[src/rtl/tmwf_pkg.sv]
package tmwf_pkg;

    localparam int SAMPLE_W   = 24;
    // two quotient bits per divide step
    localparam int DIV_STEPS  = SAMPLE_W / 2;
    localparam int DIV_CNT_W  = $clog2(DIV_STEPS);

    typedef struct packed {
        logic load;    // capture the new sample, seed max, min and sum
        logic scan;    // rotate the history by one place and fold in its tail
        logic insert;  // shift the sample into the history, start the divide
        logic step;    // one radix-4 divide step
        logic emit;    // move the quotient into the output register
    } tmwf_cmd_t;

    typedef struct packed {
        logic out_busy;  // output register holds a beat that is not taken
    } tmwf_status_t;

endpackage

[src/rtl/tmwf_ctrl.sv]
module tmwf_ctrl #(
    parameter int WINDOW = 12
) (
    input  logic                   clk,
    input  logic                   rst_n,
    input  logic                   in_valid,
    output logic                   in_ready,
    input  tmwf_pkg::tmwf_status_t status,
    output tmwf_pkg::tmwf_cmd_t    cmd
);

    localparam int HIST_DEPTH = WINDOW - 1;
    localparam int CNT_W      = $clog2(HIST_DEPTH);
    localparam logic [CNT_W-1:0] SCAN_LAST = CNT_W'(HIST_DEPTH - 1);
    localparam logic [tmwf_pkg::DIV_CNT_W-1:0] DIV_LAST =
        tmwf_pkg::DIV_CNT_W'(tmwf_pkg::DIV_STEPS - 1);

    typedef enum logic [2:0] {
        S_IDLE,
        S_SCAN,
        S_INSERT,
        S_DIV,
        S_EMIT
    } state_t;

    state_t                          state_reg, state_next;
    logic [CNT_W-1:0]                scan_cnt_reg, scan_cnt_next;
    logic [tmwf_pkg::DIV_CNT_W-1:0]  div_cnt_reg, div_cnt_next;

    assign in_ready = (state_reg == S_IDLE);

    always_comb
    begin
        state_next    = state_reg;
        scan_cnt_next = scan_cnt_reg;
        div_cnt_next  = div_cnt_reg;
        cmd           = '0;
        unique case (state_reg)
            S_IDLE:
            begin
                if (in_valid)
                begin
                    cmd.load      = 1'b1;
                    scan_cnt_next = '0;
                    state_next    = S_SCAN;
                end
            end
            S_SCAN:
            begin
                cmd.scan      = 1'b1;
                scan_cnt_next = scan_cnt_reg + 1'b1;
                if (scan_cnt_reg == SCAN_LAST)
                begin
                    state_next = S_INSERT;
                end
            end
            S_INSERT:
            begin
                cmd.insert   = 1'b1;
                div_cnt_next = '0;
                state_next   = S_DIV;
            end
            S_DIV:
            begin
                cmd.step     = 1'b1;
                div_cnt_next = div_cnt_reg + 1'b1;
                if (div_cnt_reg == DIV_LAST)
                begin
                    state_next = S_EMIT;
                end
            end
            S_EMIT:
            begin
                if (!status.out_busy)
                begin
                    cmd.emit   = 1'b1;
                    state_next = S_IDLE;
                end
            end
            default:
            begin
                state_next = S_IDLE;
            end
        endcase
    end

    always_ff @(posedge clk or negedge rst_n)
    begin
        if (!rst_n)
        begin
            state_reg    <= S_IDLE;
            scan_cnt_reg <= '0;
            div_cnt_reg  <= '0;
        end
        else
        begin
            state_reg    <= state_next;
            scan_cnt_reg <= scan_cnt_next;
            div_cnt_reg  <= div_cnt_next;
        end
    end

endmodule

[src/rtl/tmwf_datapath.sv]
module tmwf_datapath #(
    parameter int WINDOW = 12
) (
    input  logic                           clk,
    input  logic                           rst_n,
    input  tmwf_pkg::tmwf_cmd_t            cmd,
    output tmwf_pkg::tmwf_status_t         status,
    input  logic [tmwf_pkg::SAMPLE_W-1:0]  sample,
    output logic                           out_valid,
    input  logic                           out_ready,
    output logic [tmwf_pkg::SAMPLE_W-1:0]  filtered
);

    localparam int SW         = tmwf_pkg::SAMPLE_W;
    localparam int HIST_DEPTH = WINDOW - 1;
    localparam int SUM_W      = SW + $clog2(WINDOW);
    localparam int DIVISOR    = WINDOW - 2;
    localparam int DW         = $clog2(DIVISOR) + 1;
    localparam logic [DW+1:0] D1 = (DW+2)'(DIVISOR);
    localparam logic [DW+1:0] D2 = (DW+2)'(2 * DIVISOR);
    localparam logic [DW+1:0] D3 = (DW+2)'(3 * DIVISOR);

    logic [SW-1:0]    hist_reg [HIST_DEPTH];
    logic [SW-1:0]    sample_reg;
    logic [SW-1:0]    max_reg;
    logic [SW-1:0]    min_reg;
    logic [SUM_W-1:0] sum_reg;
    logic [DW-1:0]    rem_reg;
    logic [SW-1:0]    num_reg;
    logic [SW-1:0]    filtered_reg;
    logic             out_valid_reg;

    logic [SW-1:0]    tail;
    logic [SUM_W-1:0] trimmed;
    logic [DW+1:0]    partial;
    logic [DW+1:0]    sub;
    logic [1:0]       digit;

    assign tail    = hist_reg[HIST_DEPTH-1];
    assign trimmed = sum_reg - SUM_W'(max_reg) - SUM_W'(min_reg);
    assign partial = {rem_reg, num_reg[SW-1:SW-2]};

    // radix-4 restoring step against the fixed divisor multiples
    always_comb
    begin
        priority if (partial >= D3)
        begin
            digit = 2'd3;
            sub   = D3;
        end
        else if (partial >= D2)
        begin
            digit = 2'd2;
            sub   = D2;
        end
        else if (partial >= D1)
        begin
            digit = 2'd1;
            sub   = D1;
        end
        else
        begin
            digit = 2'd0;
            sub   = '0;
        end
    end

    // history is a shift line; a full rotation during the scan returns it to place
    always_ff @(posedge clk or negedge rst_n)
    begin
        if (!rst_n)
        begin
            for (int k = 0; k < HIST_DEPTH; k++)
            begin
                hist_reg[k] <= '0;
            end
        end
        else if (cmd.scan || cmd.insert)
        begin
            hist_reg[0] <= cmd.insert ? sample_reg : tail;
            for (int k = 1; k < HIST_DEPTH; k++)
            begin
                hist_reg[k] <= hist_reg[k-1];
            end
        end
    end

    always_ff @(posedge clk)
    begin
        if (cmd.load)
        begin
            sample_reg <= sample;
            max_reg    <= sample;
            min_reg    <= sample;
            sum_reg    <= SUM_W'(sample);
        end
        else if (cmd.scan)
        begin
            if (tail > max_reg)
            begin
                max_reg <= tail;
            end
            if (tail < min_reg)
            begin
                min_reg <= tail;
            end
            sum_reg <= sum_reg + SUM_W'(tail);
        end

        // quotient fits in the sample width, so the high part starts below the divisor
        if (cmd.insert)
        begin
            rem_reg <= DW'(trimmed[SUM_W-1:SW]);
            num_reg <= trimmed[SW-1:0];
        end
        else if (cmd.step)
        begin
            rem_reg <= DW'(partial - sub);
            num_reg <= {num_reg[SW-3:0], digit};
        end

        if (cmd.emit)
        begin
            filtered_reg <= num_reg;
        end
    end

    always_ff @(posedge clk or negedge rst_n)
    begin
        if (!rst_n)
        begin
            out_valid_reg <= 1'b0;
        end
        else if (cmd.emit)
        begin
            out_valid_reg <= 1'b1;
        end
        else if (out_ready)
        begin
            out_valid_reg <= 1'b0;
        end
    end

    assign out_valid       = out_valid_reg;
    assign filtered        = filtered_reg;
    assign status.out_busy = out_valid_reg && !out_ready;

endmodule

[src/rtl/trimmed_mean_window_filter_top.sv]
// trimmed-mean moving filter for a 24-bit unsigned load-cell stream
// input channel: sample with in_valid / in_ready; output channel: filtered
// with out_valid / out_ready. a beat moves when valid and ready are both high.
// each sample forms a window of WINDOW values with the WINDOW-1 previous ones;
// the result is (sum - max - min) / (WINDOW - 2), truncated.
// one item is worked at a time: the history shift line is rotated once per
// cycle through its tail, an insert step shifts the sample in and forms the
// trimmed sum, and a radix-4 divider then forms the quotient two bits per step.
// a new sample is taken only once the previous result is in the output register.
// in_ready is high only while the block is idle.
// a stalled receiver holds the result in the output register; the next sample
// is still taken and worked, and only its write-back waits for the register.
// reset clears the history to zero, so the first results include those zeros,
// and drops any beat in flight.
module trimmed_mean_window_filter_top #(
    parameter int WINDOW = 12
) (
    input  logic        clk,
    input  logic        rst_n,
    input  logic        in_valid,
    output logic        in_ready,
    input  logic [23:0] sample,
    output logic        out_valid,
    input  logic        out_ready,
    output logic [23:0] filtered
);

    tmwf_pkg::tmwf_cmd_t    cmd;
    tmwf_pkg::tmwf_status_t status;

    tmwf_ctrl #(
        .WINDOW (WINDOW)
    ) u_ctrl (
        .clk      (clk),
        .rst_n    (rst_n),
        .in_valid (in_valid),
        .in_ready (in_ready),
        .status   (status),
        .cmd      (cmd)
    );

    tmwf_datapath #(
        .WINDOW (WINDOW)
    ) u_datapath (
        .clk       (clk),
        .rst_n     (rst_n),
        .cmd       (cmd),
        .status    (status),
        .sample    (sample),
        .out_valid (out_valid),
        .out_ready (out_ready),
        .filtered  (filtered)
    );

endmodule
[config.mk]
export PLATFORM = sky130hd
export DESIGN_NAME = trimmed_mean_window_filter_top
export DESIGN_NICKNAME = d
export VERILOG_FILES = /design/src/rtl/tmwf_pkg.sv /design/src/rtl/tmwf_ctrl.sv /design/src/rtl/tmwf_datapath.sv /design/src/rtl/trimmed_mean_window_filter_top.sv
export SDC_FILE = /design/constraint.sdc
export NUM_CORES = 1
export LEC_CHECK = 0
export BUFFER_PORTS_ARGS = -buffer_cell sky130_fd_sc_hd__buf_2
export CORE_MARGIN = 3
export CORE_UTILIZATION = 57
export DETAILED_ROUTE_END_ITERATION = 6
export PLACE_DENSITY = 0.74
export SYNTH_ARGS = -nofsm -noshare
export SYNTH_HDL_FRONTEND = slang
export SYNTH_SLANG_ARGS = --single-unit
export TNS_END_PERCENT = 10
[constraint.sdc]
create_clock -name clk -period 7.8 [get_ports clk]
set_input_delay 1.56 -clock clk [delete_from_list [all_inputs] [get_ports clk]]
set_output_delay 1.56 -clock clk [all_outputs]
set_load 0.02 [all_outputs]
==> flow_metrics.tcl <==
set metrics [dict create \
    synthTopCellsByArea "dfrtp_1 (33%), edfxtp_1 (22%), mux2_2 (13%)" \
    numPortBuffers 53 \
    yosysSeqAreaShare_pct 55.5 \
    synth_commonest_cells "dfrtp_1 (276), mux2_2 (239), nand2_1 (197), edfxtp_1 (148), ha_1 (104)" \
    hold_depth 0 \
    ir_worst_vdd_uv 339 \
    die_area_sq_um 38500 \
    fin_worst_skew_ps 30.7 \
    rrSetupSlack_ps 4250 \
    placed_area_sq_um 21300 \
    avgSynthCellArea_sq_um 12.4 \
    cpMostUsedCell "buf_4" \
    grt_pass1_wl_mm 67.8 \
    cts.clk_slew.worst_paths_ps 60 \
    worstSetupStartpointType "primary input" \
    route.detailed.drc 0 \
    rsz0062_at_grt "false" \
    clk_path_buf_depth 3 \
    fmax_ghz 0.267 \
    cts_sinks 429 \
    vias_per_cell 5.84 \
    cts_resized 0 \
    synth_most_common_cell "dfrtp_1" \
    post-route-period-util_pct 48.0 \
    worst_hold_path.endpoint "u_datapath.filtered[21]" \
    synth_top_cell_by_area "dfrtp_1" \
    ys_ff_latch 429 \
    fp-row-count 69 \
    cts_tree "yes" \
    cp_slowest_stage_delay_ps 890 \
    arrival_ps 3930 \
    period_minus_slack_ps 3740 \
    clkLatencyLatePin_ps 600 \
    grt_max_degree 198 \
    largest_reg_flops 240 \
    worst-path-max-fanout 76 \
    cp_slowest_cell "inv_1" \
    numCtsBuffers 44 \
    ys_warn_count 0 \
    fin_area_sq_um 22800 \
    htreeDepth 2 \
    cp_cell_sequence "buf_2 -> nand2_1 -> buf_4 -> inv_2 -> buf_4 -> nor2_1 -> inv_1" \
    slew_viol_final 0 \
    post-cts-setup-buffers 0 \
    hold_class "reg -> reg" \
    die_w_um 196 \
    gp_congestion 0.896 \
    r2r_end "u_datapath.sum_reg[23]" \
    cap_violations 0 \
    hold_start "u_datapath.num_reg[21]" \
    outcome "complete, no violations" \
    end_kind "flip-flop" \
    setup_violations 0 \
    dpl.hpwl_mm 27.9 \
    overflow 0 \
    netlist_instances 1670 \
    syn_nets 1828 \
    p_per_area_nw_per_um2 484 \
    antenna-diode-count 0 \
    worst_pin_slew_ps 1220 \
    syn_area_sq_um 20600 \
    initial_core_util_pct 57.9 \
    synth_ff_type "dfrtp_1" \
    slew_headroom_pct 18.7 \
    coreArea_sq_um 35700 \
    synth-async-reset-ratio_pct 64.3 \
    cp.required_ps 7990 \
    finalHoldWorstSlack_ps 449 \
    layout.nets 1861 \
    grt_pass1_vias 12700 \
    drt-total-wl_mm 41.4 \
    fillCellCount 2678 \
    antenna_found_initial 0 \
    r2r_start "u_ctrl.state_reg[2]" \
    drive_above_1_share_pct 22.2 \
    first_iter_violations 835 \
    firstDrtPassIters 5 \
    hold_buffers 0 \
    postRouteAntennaNets 0 \
    root_buffer "clkbuf_16" \
    synth_cell_type_count 70 \
    via_count 12800 \
    area_delta_synth_final_pct 10.3 \
    reg2reg_depth 7 \
    setup-tns-final_ps 0 \
    avgRoutedWirePerCell_um 18.8 \
    grtUsageTotal_pct 21.8 \
    yosys.area.top_type_share_pct 33.5 \
    fp.dieH_um 196 \
    synth_edf_count 148 \
    crit_type "in -> reg" \
    p_leak_nw 10.7 \
    fin_total_pwr_mw 11.0 \
    io_pins 54 \
    final_hold_viol_count 0 \
]
[final cells by class]
| type | count | area (sq um) | share of cell area [%] |
|---|---|---|---|
| clock buffer | 70 | 1360 | 5.99 |
| clock inverter | 10 | 135 | 0.593 |
| inverter | 74 | 278 | 1.22 |
| multi-input combinational | 1091 | 8590 | 37.7 |
| sequential | 429 | 11500 | 50.3 |
| tap | 461 | 577 | 2.53 |
| timing repair buffer | 63 | 375 | 1.65 |
[report_power, final]
part | switching, mW | total (mW) | internal (mW)
combinational | 2.99 | 5.26 | 2.26
clock | 0.887 | 2.14 | 1.25
sequential | 0.431 | 3.64 | 3.21
[metal layers]
metal  track usage, %  share of wire, %
met1             30.4                45
met2             35.8                48
met3             3.80               4.4
met4             5.65               2.1
met5                0                 0
[critical path, delay by kind of cell]
family                 cells  cell delay, ps
buffers and inverters      5            1990
and+or+nand+nor            2             240
[stage by stage]
stage          instances  util, %  worst slack (ps)
3_5_place_dp        2118     59.7              3490
4_1_cts             2198     63.9              4100
2_1_floorplan       1670        -              4180
3_3_place_gp        2118     59.7              3570
5_1_grt             2198     63.9              3900
6_report            2198     63.9              4060
[cell usage in the layout, fill, tap and decap left out, types with 9 or more instances in the layout]
master and count:
dfrtp_1 276, mux2_2 239, nand2_1 197, edfxtp_1 148
ha_1 104, o21ai_0 74, inv_1 73, nor2_1 60
a21oi_1 58, buf_2 52, clkbuf_16 47, a21o_1 44
a31oi_1 34, fa_1 26, nand4_1 21, nand3_1 20
xnor2_1 20, xor2_1 16, o21a_1 15, nor3_1 14
nand2b_1 14, a211oi_1 13, clkbuf_1 11, o31ai_1 10
o211ai_1 9, clkbuf_8 9
[worst max path at each step]
stage | start | end | slack [ps]
2_1_floorplan | in_valid | u_datapath.min_reg[0] | 4180
4_1_cts | in_valid | u_datapath.sum_reg[23] | 4100
3_5_place_dp | in_valid | u_datapath.sum_reg[3] | 3490
5_1_grt | in_valid | u_datapath.sum_reg[3] | 3900
3_3_place_gp | in_valid | u_datapath.sum_reg[0] | 3570
6_report | in_valid | u_datapath.sum_reg[23] | 4060
[kinds of logic (layout without fill, tap and decap cells)]
kind of cell | Yosys count | in the layout | share of synthesized area (%)
fa+ha+maj | 130 | 130 | 8.83
buf+inv | 150 | 217 | 3.02
compound gates | 309 | 309 | 9.71
flops | 429 | 429 | 55.5
mux | 246 | 246 | 13.4
simple gates | 370 | 370 | 8.05
xor+xnor | 36 | 36 | 1.53
(Power assumes the default switching activity.)
